**config.mk**
```make
export PLATFORM = sky130hd
export DESIGN_NAME = systematic_resampler_top
export DESIGN_NICKNAME = d
export VERILOG_FILES = /design/src/srs_pkg.sv /design/src/systematic_resampler_top.sv /design/src/srs_accum.sv /design/src/srs_spoke.sv
export SDC_FILE = /design/constraint.sdc
export NUM_CORES = 1
export LEC_CHECK = 0
export BUFFER_PORTS_ARGS = -buffer_cell sky130_fd_sc_hd__buf_2
export CORE_UTILIZATION = 30
export CTS_CLUSTER_SIZE = 30
export DETAILED_ROUTE_END_ITERATION = 8
export GPL_TIMING_DRIVEN = 0
export PLACE_DENSITY_LB_ADDON = 0.12
export SKIP_LAST_GASP = 1
export SLEW_MARGIN = 30
export SYNTH_ARGS = -nofsm -noshare
export SYNTH_HDL_FRONTEND = slang
export SYNTH_SLANG_ARGS = --single-unit
```
**constraint.sdc**
```tcl
create_clock -name clk_i -period 19.3 [get_ports clk_i]
set_input_delay 0 -clock clk_i [delete_from_list [all_inputs] [get_ports clk_i]]
set_output_delay 0 -clock clk_i [all_outputs]
set_load 0.005 [all_outputs]
```
**src/srs_pkg.sv**
```systemverilog
// Shared types and fixed field widths for the systematic resampler.
// No dependencies.
package srs_pkg;

  localparam int unsigned CfgW     = 4;
  localparam int unsigned CfgReset = 8;
  localparam int unsigned WeightW  = 25;
  localparam int unsigned OffsetW  = 23;
  localparam int unsigned CopiesW  = 9;
  localparam int unsigned IdxW     = 8;
  localparam int unsigned CumW     = 33;

  localparam logic [CumW-1:0] CumMax = {CumW{1'b1}};

  // Control that travels with one item from the accumulate stage to the spoke stage.
  typedef struct packed {
    logic valid;
    logic first;
    logic last;
  } srs_ctrl_t;

endpackage

```
**src/systematic_resampler_top.sv**
```systemverilog
// Result registered in the accumulate stage and then the spoke stage (two register stages).
// Throughput: one item per cycle while the output is not stalled; the accumulate and
// spoke stages each keep their running state in one register. Each stage stalls only
// while its own register is held.
// Reset: asynchronous, active low; pipeline empty, set counter at particle 0,
// count_log2 = 8. Any count_log2 write restarts the set.
module systematic_resampler_top import srs_pkg::*; #(
  parameter int unsigned MAX_COUNT_LOG2 = 8,
  parameter int unsigned FRACTION_BITS  = 24
) (
  input  logic               clk_i,
  input  logic               rst_ni,
  input  logic               cfg_we_i,
  input  logic [CfgW-1:0]    cfg_wdata_i,
  input  logic               in_valid_i,
  output logic               in_ready_o,
  input  logic [WeightW-1:0] weight_i,
  input  logic [OffsetW-1:0] offset_i,
  output logic               out_valid_o,
  input  logic               out_ready_i,
  output logic [CopiesW-1:0] copies_o,
  output logic [IdxW-1:0]    particle_index_o,
  output logic               last_o
);

  localparam int unsigned NW  = MAX_COUNT_LOG2 + 1;
  localparam int unsigned IW  = MAX_COUNT_LOG2;
  localparam int unsigned LgW = $clog2(MAX_COUNT_LOG2 + 1);
  localparam int unsigned ShW = $clog2(FRACTION_BITS + 1);

  logic [CfgW-1:0]    cfg_q;
  logic [LgW-1:0]     lg;
  logic [ShW-1:0]     shift;
  logic [NW-1:0]      count;
  srs_ctrl_t          ctrl;
  logic               s2_ready;
  logic [CumW-1:0]    cum;
  logic [OffsetW-1:0] off;
  logic [IW-1:0]      idx;

  always_ff @(posedge clk_i or negedge rst_ni) begin
    if (!rst_ni) begin
      cfg_q <= CfgW'(CfgReset);
    end else if (cfg_we_i) begin
      cfg_q <= cfg_wdata_i;
    end
  end

  // clamp set size to the supported range
  always_comb begin
    if (cfg_q == '0) begin
      lg = LgW'(1);
    end else if (32'(cfg_q) > MAX_COUNT_LOG2) begin
      lg = LgW'(MAX_COUNT_LOG2);
    end else begin
      lg = LgW'(cfg_q);
    end
  end

  // spoke spacing is 2^shift; one LSB when the set outgrows the fraction
  assign shift = (32'(lg) >= FRACTION_BITS) ? '0 : ShW'(FRACTION_BITS - 32'(lg));
  assign count = NW'(1) << lg;

  srs_accum #(
    .MAX_COUNT_LOG2(MAX_COUNT_LOG2),
    .FRACTION_BITS (FRACTION_BITS)
  ) u_accum (
    .clk_i     (clk_i),
    .rst_ni    (rst_ni),
    .restart_i (cfg_we_i),
    .shift_i   (shift),
    .count_i   (count),
    .in_valid_i(in_valid_i),
    .in_ready_o(in_ready_o),
    .weight_i  (weight_i),
    .offset_i  (offset_i),
    .ctrl_o    (ctrl),
    .ready_i   (s2_ready),
    .cum_o     (cum),
    .off_o     (off),
    .idx_o     (idx)
  );

  srs_spoke #(
    .MAX_COUNT_LOG2(MAX_COUNT_LOG2),
    .FRACTION_BITS (FRACTION_BITS)
  ) u_spoke (
    .clk_i           (clk_i),
    .rst_ni          (rst_ni),
    .shift_i         (shift),
    .count_i         (count),
    .ctrl_i          (ctrl),
    .ready_o         (s2_ready),
    .cum_i           (cum),
    .off_i           (off),
    .idx_i           (idx),
    .out_valid_o     (out_valid_o),
    .out_ready_i     (out_ready_i),
    .copies_o        (copies_o),
    .particle_index_o(particle_index_o),
    .last_o          (last_o)
  );

endmodule

```
**src/srs_accum.sv**
```systemverilog
// Stage 1: running saturating cumulative weight, offset latch and particle counter.
// Depends on srs_pkg.
module srs_accum import srs_pkg::*; #(
  parameter int unsigned MAX_COUNT_LOG2 = 8,
  parameter int unsigned FRACTION_BITS  = 24,
  localparam int unsigned NW  = MAX_COUNT_LOG2 + 1,
  localparam int unsigned IW  = MAX_COUNT_LOG2,
  localparam int unsigned ShW = $clog2(FRACTION_BITS + 1)
) (
  input  logic               clk_i,
  input  logic               rst_ni,
  input  logic               restart_i,
  input  logic [ShW-1:0]     shift_i,
  input  logic [NW-1:0]      count_i,
  input  logic               in_valid_i,
  output logic               in_ready_o,
  input  logic [WeightW-1:0] weight_i,
  input  logic [OffsetW-1:0] offset_i,
  output srs_ctrl_t          ctrl_o,
  input  logic               ready_i,
  output logic [CumW-1:0]    cum_o,
  output logic [OffsetW-1:0] off_o,
  output logic [IW-1:0]      idx_o
);

  logic               valid_q, first_q, last_q;
  logic [IW-1:0]      cnt_q, cnt_d, idx_q;
  logic [CumW-1:0]    cum_q, cum_d;
  logic [OffsetW-1:0] off_q, off_d;
  logic               accept, first, last;
  logic [CumW:0]      sum;
  logic [31:0]        mask;

  assign in_ready_o = !valid_q || ready_i;
  assign accept     = in_valid_i && in_ready_o;

  assign first = (cnt_q == '0);
  assign last  = (32'(cnt_q) + 32'd1) >= 32'(count_i);

  // cum_q and off_q hold the previous item's values, which is the running state
  assign sum   = (first ? '0 : {1'b0, cum_q}) + (CumW + 1)'(weight_i);
  assign cum_d = sum[CumW] ? CumMax : sum[CumW-1:0];

  assign mask  = (32'd1 << shift_i) - 32'd1;
  assign off_d = first ? (offset_i & mask[OffsetW-1:0]) : off_q;

  always_comb begin
    cnt_d = cnt_q;
    if (restart_i) begin
      cnt_d = '0;
    end else if (accept) begin
      cnt_d = last ? '0 : cnt_q + IW'(1);
    end
  end

  always_ff @(posedge clk_i or negedge rst_ni) begin
    if (!rst_ni) begin
      valid_q <= 1'b0;
      cnt_q   <= '0;
    end else begin
      cnt_q <= cnt_d;
      if (accept) begin
        valid_q <= 1'b1;
      end else if (ready_i) begin
        valid_q <= 1'b0;
      end
    end
  end

  always_ff @(posedge clk_i) begin
    if (accept) begin
      cum_q   <= cum_d;
      off_q   <= off_d;
      idx_q   <= cnt_q;
      first_q <= first;
      last_q  <= last;
    end
  end

  assign ctrl_o = '{valid: valid_q, first: first_q, last: last_q};
  assign cum_o  = cum_q;
  assign off_o  = off_q;
  assign idx_o  = idx_q;

endmodule

```
**src/srs_spoke.sv**
```systemverilog
// Stage 2: spokes covered by the cumulative weight, copies per particle, result register.
// Depends on srs_pkg.
module srs_spoke import srs_pkg::*; #(
  parameter int unsigned MAX_COUNT_LOG2 = 8,
  parameter int unsigned FRACTION_BITS  = 24,
  localparam int unsigned NW  = MAX_COUNT_LOG2 + 1,
  localparam int unsigned IW  = MAX_COUNT_LOG2,
  localparam int unsigned ShW = $clog2(FRACTION_BITS + 1)
) (
  input  logic               clk_i,
  input  logic               rst_ni,
  input  logic [ShW-1:0]     shift_i,
  input  logic [NW-1:0]      count_i,
  input  srs_ctrl_t          ctrl_i,
  output logic               ready_o,
  input  logic [CumW-1:0]    cum_i,
  input  logic [OffsetW-1:0] off_i,
  input  logic [IW-1:0]      idx_i,
  output logic               out_valid_o,
  input  logic               out_ready_i,
  output logic [CopiesW-1:0] copies_o,
  output logic [IdxW-1:0]    particle_index_o,
  output logic               last_o
);

  logic            valid_q, last_q;
  logic [NW-1:0]   asg_q, copies_q;
  logic [IW-1:0]   idx_q;
  logic            take;
  logic [CumW-1:0] diff, spoke_num;
  logic [NW-1:0]   total, base, copies;
  logic [31:0]     copies32, idx32;

  assign ready_o = !valid_q || out_ready_i;
  assign take    = ctrl_i.valid && ready_o;

  assign diff      = cum_i - CumW'(off_i);
  assign spoke_num = diff >> shift_i;

  // spokes whose position lies at or below the cumulative weight
  always_comb begin
    if (ctrl_i.last) begin
      total = count_i;
    end else if (cum_i < CumW'(off_i)) begin
      total = '0;
    end else if (spoke_num >= CumW'(count_i)) begin
      total = count_i;
    end else begin
      total = spoke_num[NW-1:0] + NW'(1);
    end
  end

  assign base   = ctrl_i.first ? '0 : asg_q;
  assign copies = (total > base) ? total - base : '0;

  always_ff @(posedge clk_i or negedge rst_ni) begin
    if (!rst_ni) begin
      valid_q <= 1'b0;
      asg_q   <= '0;
    end else begin
      if (take) begin
        valid_q <= 1'b1;
        asg_q   <= ctrl_i.last ? '0 : base + copies;
      end else if (out_ready_i) begin
        valid_q <= 1'b0;
      end
    end
  end

  always_ff @(posedge clk_i) begin
    if (take) begin
      copies_q <= copies;
      idx_q    <= idx_i;
      last_q   <= ctrl_i.last;
    end
  end

  assign copies32 = 32'(copies_q);
  assign idx32    = 32'(idx_q);

  assign out_valid_o      = valid_q;
  assign copies_o         = copies32[CopiesW-1:0];
  assign particle_index_o = idx32[IdxW-1:0];
  assign last_o           = last_q;

endmodule

```
# Word-level counts from Yosys, hierarchy flattened
# Cells that the tools add are included.
# op_classes
addsub	9
n_lt_le_gt_ge	5
shifts	3
muxes	16
bitwise_logic	1
reduce_logical	12
# ops
cell	count
$mux 9	6
$add 34x25->34	1
$ge 33x9->1	1
$lt 33x23->1	1
$mux 33	1
$shr 33x5->33	1
$sub 33x23->33	1
$ge 32x9->1	1
$mux 8	3
$and 23x23->23	1
$shl 1x5->23 const A	1
$sub 23x1->23 const B	1
$add 8x1->9 const B	1
$add 9x1->9 const B	1
$add 9x9->9	1
$gt 9x9->1	1
$shl 1x4->9 const A	1
$sub 9x9->9	1
$add 8x1->8 const B	1
$logic_not 8->1	1
$mux 4	2
$reduce_bool 2->1	3
$sub 5x4->5 const A	1
$gt 4x4->1 const B	1
other kinds (6)	12
# totals
regBits	107
in_bits	57
wordCells	59

# Logic depth before layout (Yosys ltp)
# depth
ltp_word	13
ltp_mapped	50
ltp_nobuf	49

# Cells and area by module
# A second synthesis with hierarchy kept.
# hier_totals
hier_cells	1433
hier_area_um2	12037.8
# by_module_without_submodules
module	instances	cells_per_inst	area_per_inst_um2	seq_area_each_um2
srs_spoke	1	859	6463.7	790.8
srs_accum	1	541	5231.3	2207.1
systematic_resampler_top	1	33	342.8	101.3

# Worst setup path before layout
# OpenSTA, ideal clock, no wires.
# synth_timing
path_kind	reg-to-reg
startpoint	reg cfg_q[1]
endpoint	reg u_spoke.asg_q[8]
setup_time_ps	121
t_arrival_ps	9317
required_time_ps	19179
slack_ps	9862
stages_incl_launch_ff	49
path_cell_list	dfrtp_1 > nor2_1 > o21ba_2 > clkbuf_1 > clkbuf_1 > clkbuf_1 > ha_1 > clkbuf_1 > inv_1 > clkbuf_1 > mux4_2 > mux2i_1 > inv_1 > ha_1 > nor2b_1 > o21a_1 > o21a_1 > o21ai_0 > [13 not listed] > a21oi_1 > o21ai_0 > a21boi_0 > o21ai_0 > nor2b_1 > a21o_1 > clkbuf_1 > nor2_1 > fa_1 > a21o_1 > a21o_1 > a21o_1 > a21oi_1 > o21bai_1 > a21oi_1 > xnor2_1 > xnor2_1 > a22o_1
# synth_via
elab_chain_len	13
# synth_rtl
element	line	text
from (decl)	systematic_resampler_top.sv:31	logic [CfgW-1:0] cfg_q;
from (signal assigned)	systematic_resampler_top.sv:43	cfg_q <= CfgW'(CfgReset);
from (signal assigned)	systematic_resampler_top.sv:45	cfg_q <= cfg_wdata_i;
$gt 4x4->1	systematic_resampler_top.sv:53	end else if (32'(cfg_q) > MAX_COUNT_LOG2) begin
$mux 4	systematic_resampler_top.sv:53	
$mux 4 (*)	systematic_resampler_top.sv:51	if (cfg_q == '0) begin
$sub 5x4->5	systematic_resampler_top.sv:61	assign shift = (32'(lg) >= FRACTION_BITS) ? '0 : ShW'(FRACTION_BITS - 32'(lg));
$shr 33x5->33	srs_spoke.sv:38	assign spoke_num = diff >> shift_i;
$ge 33x9->1 or $add 9x1->9 (tied branches)	srs_spoke.sv:46, srs_spoke.sv:49	
$mux 9	srs_spoke.sv:46	end else if (spoke_num >= CumW'(count_i)) begin
$mux 9	srs_spoke.sv:44	end else if (cum_i < CumW'(off_i)) begin
$mux 9 (*)	srs_spoke.sv:42	if (ctrl_i.last) begin
$sub 9x9->9 or $gt 9x9->1 (tied branches)	srs_spoke.sv:54	assign copies = (total > base) ? total - base : '0;
$mux 9 (*)	srs_spoke.sv:54	
net u_spoke.copies[1]	srs_spoke.sv:31	logic [NW-1:0] total, base, copies;
$add 9x9->9 (*)	srs_spoke.sv:63	asg_q <= ctrl_i.last ? '0 : base + copies;
$mux 9 (*)	srs_spoke.sv:63	
to (signal assigned)	srs_spoke.sv:63	
to (decl)	srs_spoke.sv:27	logic [NW-1:0] asg_q, copies_q;
# Mark *: on every way through the listed nets, which the timed path passes. The rest lies on a longest branch.
# A chain may end at the register's enable or synchronous reset.

# Final worst setup path
# layout_timing
startpoint	reg cfg_q[2]
endpoint	reg u_spoke.asg_q[8]
# The elaborated chain is that of the path after synthesis.

==> impl_metrics.env <==
export IMPL_ys_warn_count=0
export IMPL_core_area_um2=33700
export IMPL_crit_top_cell="clkbuf_1"
export IMPL_grt_start_max_net_pins=27
export IMPL_layout_area_overhead_vs_synth_pct=15.3
export IMPL_die_x_um=188
export IMPL_final_layout_size_suffix_gt1_frac=0.117
export IMPL_cts_tree="done"
export IMPL_wire_per_inst_um=18.0
export IMPL_cts_resized=0
export IMPL_slew_headroom=0.474
export IMPL_grt_pass1_wl_mm=49.3
export IMPL_pwr_share_clk=0.170
export IMPL_internal_power_w=0.000634
export IMPL_r2r_slack_ns=7.37
export IMPL_rows=67
export IMPL_synth_nets=1318
export IMPL_grt_pass1_vias=8833
export IMPL_pwr_share_comb=0.563
export IMPL_max_cap_violations=0
export IMPL_postSynthRegisterBits=107
export IMPL_cp_required_ns=19.55
export IMPL_gp_congestion=0.875
export IMPL_r2r_end="u_spoke.asg_q[8]$_DFFE_PN0P_"
export IMPL_critPathLaunchType="flip-flop"
export IMPL_worst_r2r_startpoint="cfg_q[2]$_DFFE_PN0P_"
export IMPL_drt_initial_drc_count=583
export IMPL_clkLatencyLatePin_ns=0.37
export IMPL_first_pass_iters=5
export IMPL_finalSetupViolations=0
export IMPL_crit_slowest_cell="clkbuf_1"
export IMPL_max_freq_mhz=83.8
export IMPL_synth_distinct_cells=90
export IMPL_rr_worst_depth=50
export IMPL_cts_sinks=107
export IMPL_fin_skew_ns=0.0178
export IMPL_power_frac_seq=0.267
export IMPL_yosysSeqAreaShare=0.300
export IMPL_numCtsBuffers=9
export IMPL_dpl_cell_count=1689
export IMPL_swShare=0.438
export IMPL_tightestPinTransition_ns=0.787
export IMPL_htreeDepth=3
export IMPL_synthArstFlopShare=0.215
export IMPL_end_kind="flip-flop"
export IMPL_synth_top_flop_cell="edfxtp_1"
export IMPL_post_cts_setup_buffers=0
export IMPL_status="complete, no violations"
export IMPL_period_share=0.618
export IMPL_rsz0062_at_grt="no"
export IMPL_clk_path_buf_depth=2
export IMPL_worstPathMaxFanout=11
export IMPL_timing_hold_violations_final=0
export IMPL_cts_hold_buffers=29
export IMPL_ios=77
export IMPL_synth_edf_count=84
export IMPL_antenna_found_initial=1
export IMPL_syn_area_um2=10300
export IMPL_critPathMaxStageDelay_ns=0.60
export IMPL_viasPerCell=5.29
export IMPL_path_class="reg2reg"
export IMPL_die_y_um=188
export IMPL_min_from="offset_i[21]"
export IMPL_whs_path_depth=3
export IMPL_routed_wl_mm=31.2
export IMPL_initial_core_util=0.306
export IMPL_ctsRootBufferMaster="clkbuf_16"
export IMPL_vias=9170
export IMPL_io_buffers=75
export IMPL_dieArea_um2=35200
export IMPL_syn_area_per_cell_um2=8.87
export IMPL_dp_hpwl_mm=25.2
export IMPL_synth_cells=1164
export IMPL_finish_utilization=0.353
export IMPL_fin_crit_ns=11.93
export IMPL_finalSetupTns_ns=0
export IMPL_irDropWorstVdd_mv=0.0455
export IMPL_crit_arrival_ns=12.18
export IMPL_slew_viol_final=0
export IMPL_p_leak_nw=4.92
export IMPL_whs_endpoint="u_accum.off_o[21]$_DFFE_PP_"
export IMPL_power_total_w=0.00113
export IMPL_grt_util_all_layers=0.179
export IMPL_power_switching_w=0.000495
export IMPL_final_nets=1435
export IMPL_worst_slack_ns=7.37
export IMPL_post_route_drc_count=0
export IMPL_drtAntennaViolNets=0
export IMPL_grt_overflow_total=0
export IMPL_antenna_cells=0
export IMPL_powerDensity_nw_per_um2=94.9
export IMPL_n_fill_cell=3551
export IMPL_clk_pin_slew_ns=0.09
export IMPL_hold_path_class="in2reg"
export IMPL_pre_cts_ws_ns=7.39
export IMPL_stdcell_count=1734
metal layers:
layer | wire, um | track usage | up-vias
met4 | 781 | 0.0563 | 0
met3 | 1080 | 0.0204 | 31
met5 | 0 | 0 | -
met2 | 14600 | 0.297 | 208
li1 | - | - | 4531
met1 | 14800 | 0.242 | 4400
through the flow:
| stage | hold slack (ns) | instance area (um^2) |
|---|---|---|
| 5_1_grt | 0.0334 | 11900 |
| 3_3_place_gp | 0.0520 | 11300 |
| 4_1_cts | 0.00178 | 11900 |
| 3_5_place_dp | 0.0548 | 11300 |
| 2_1_floorplan | -0.296 | 10300 |
| 6_report | 0.0105 | 11900 |
cells in the mapped netlist (31+ instances only):
library cell / n / area share
a21oi_1: 66 / 0.032
and2_1: 42 / 0.025
clkbuf_1: 42 / 0.015
edfxtp_1: 84 / 0.24
ha_1: 93 / 0.11
inv_1: 72 / 0.026
nand2_1: 104 / 0.038
nand2b_1: 33 / 0.020
nor2_1: 75 / 0.027
nor3_1: 35 / 0.017
o21ai_0: 70 / 0.034
xnor2_1: 49 / 0.042
xor2_1: 31 / 0.026
worst max path at each step:
| stage | to | slack [ns] | start | cells after the start |
|---|---|---|---|---|
| floorplan | u_spoke.asg_q[8]$_DFFE_PN0P_ | 9.86 | cfg_q[1]$_DFFE_PN0P_ | 48 |
| CTS | u_spoke.asg_q[8]$_DFFE_PN0P_ | 7.34 | cfg_q[2]$_DFFE_PN0P_ | 50 |
| global placement | u_spoke.asg_q[8]$_DFFE_PN0P_ | 7.40 | cfg_q[2]$_DFFE_PN0P_ | 50 |
| detailed placement | u_spoke.asg_q[8]$_DFFE_PN0P_ | 7.39 | cfg_q[2]$_DFFE_PN0P_ | 50 |
| global route | u_spoke.asg_q[8]$_DFFE_PN0P_ | 6.46 | cfg_q[2]$_DFFE_PN0P_ | 49 |
| finish | u_spoke.asg_q[8]$_DFFE_PN0P_ | 7.37 | cfg_q[2]$_DFFE_PN0P_ | 50 |
layout by cell type (no fill, tap or decap), types with 7 or more instances in the layout:
cell           Yosys  routed
a211oi_1          19      19
a21boi_0           7       7
a21o_1            17      17
a21oi_1           66      66
a22o_1            12      12
a31oi_1            8       8
and2_1            42      42
and3_1            12      12
buf_2              4      79
clkbuf_1          42      43
clkbuf_16          0       9
dfrtp_1           22      22
dlygate4sd3_1      0      29
edfxtp_1          84      84
ha_1              93      93
inv_1             72      71
mux2_2             8       8
mux2i_1           15      15
mux4_2            15      15
nand2_1          104     104
nand2b_1          33      33
nand3_1           23      23
nand4_1           18      18
nor2_1            75      74
nor2b_1           24      24
nor3_1            35      34
o211ai_1          12      12
o21a_1            15      15
o21ai_0           70      70
o22ai_1            8       8
o31ai_1            9       9
or3_1             10      10
xnor2_1           49      49
xor2_1            31      31
flip-flops by register name, indices dropped and copies added (netlist names):
register                  flops
cfg_q                         4
u_accum.cnt_q                 8
u_accum.cum_o                33
u_accum.first_q               1
u_accum.idx_o                 8
u_accum.last_q                1
u_accum.off_o                23
u_accum.valid_q               1
u_spoke.asg_q                 9
u_spoke.copies_o              9
u_spoke.last_o                1
u_spoke.out_valid_o           1
u_spoke.particle_index_o      8
power by group through the flow:
stage                     Clock, W  Sequential [W]  Combinational (W)
after CTS                 0.000200        0.000302           0.000633
after global routing      0.000207        0.000305           0.000701
after detailed placement         0        0.000307           0.000625
final                     0.000192        0.000302           0.000636
after global placement           0        0.000308           0.000621
after floorplan                  0        0.000303           0.000459
cells by family (layout without fill, tap and decap cells):
family	count (synthesis)	in the layout	synth area share
AO/OA/AOI/OAI	314	314	0.210
flip-flops	107	107	0.300
adder cells (fa/ha/maj)	97	97	0.120
AND/OR/NAND/NOR	404	404	0.198
XOR/XNOR	80	80	0.0679
multiplexers	39	39	0.0573
buffers and inverters	123	245	0.0459
critical path, delay by kind of cell, from the launching register on:
family                     cells  cell delay, ns
DFF                            1            0.43
AOI/OAI and AO/OA             24            4.13
buffers and inverters          9            3.42
adders and majority gates      4            1.50
and+or+nand+nor               10            1.66
xor gates and xnor gates       2            0.23
muxes                          1            0.40
layout make-up:
class / count / area, um^2 / area share
Clock buffer: 11 / 243 / 0.0204
Buffer: 50 / 200 / 0.0168
Inverter: 73 / 277 / 0.0232
Clock inverter: 5 / 45.0 / 0.00379
Timing Repair Buffer: 106 / 713 / 0.0599
Sequential cell: 107 / 3100 / 0.260
Multi-Input combinational cell: 934 / 6760 / 0.568
Tap cell: 448 / 561 / 0.0471
Note: power is estimated with default switching activity, not from simulation.
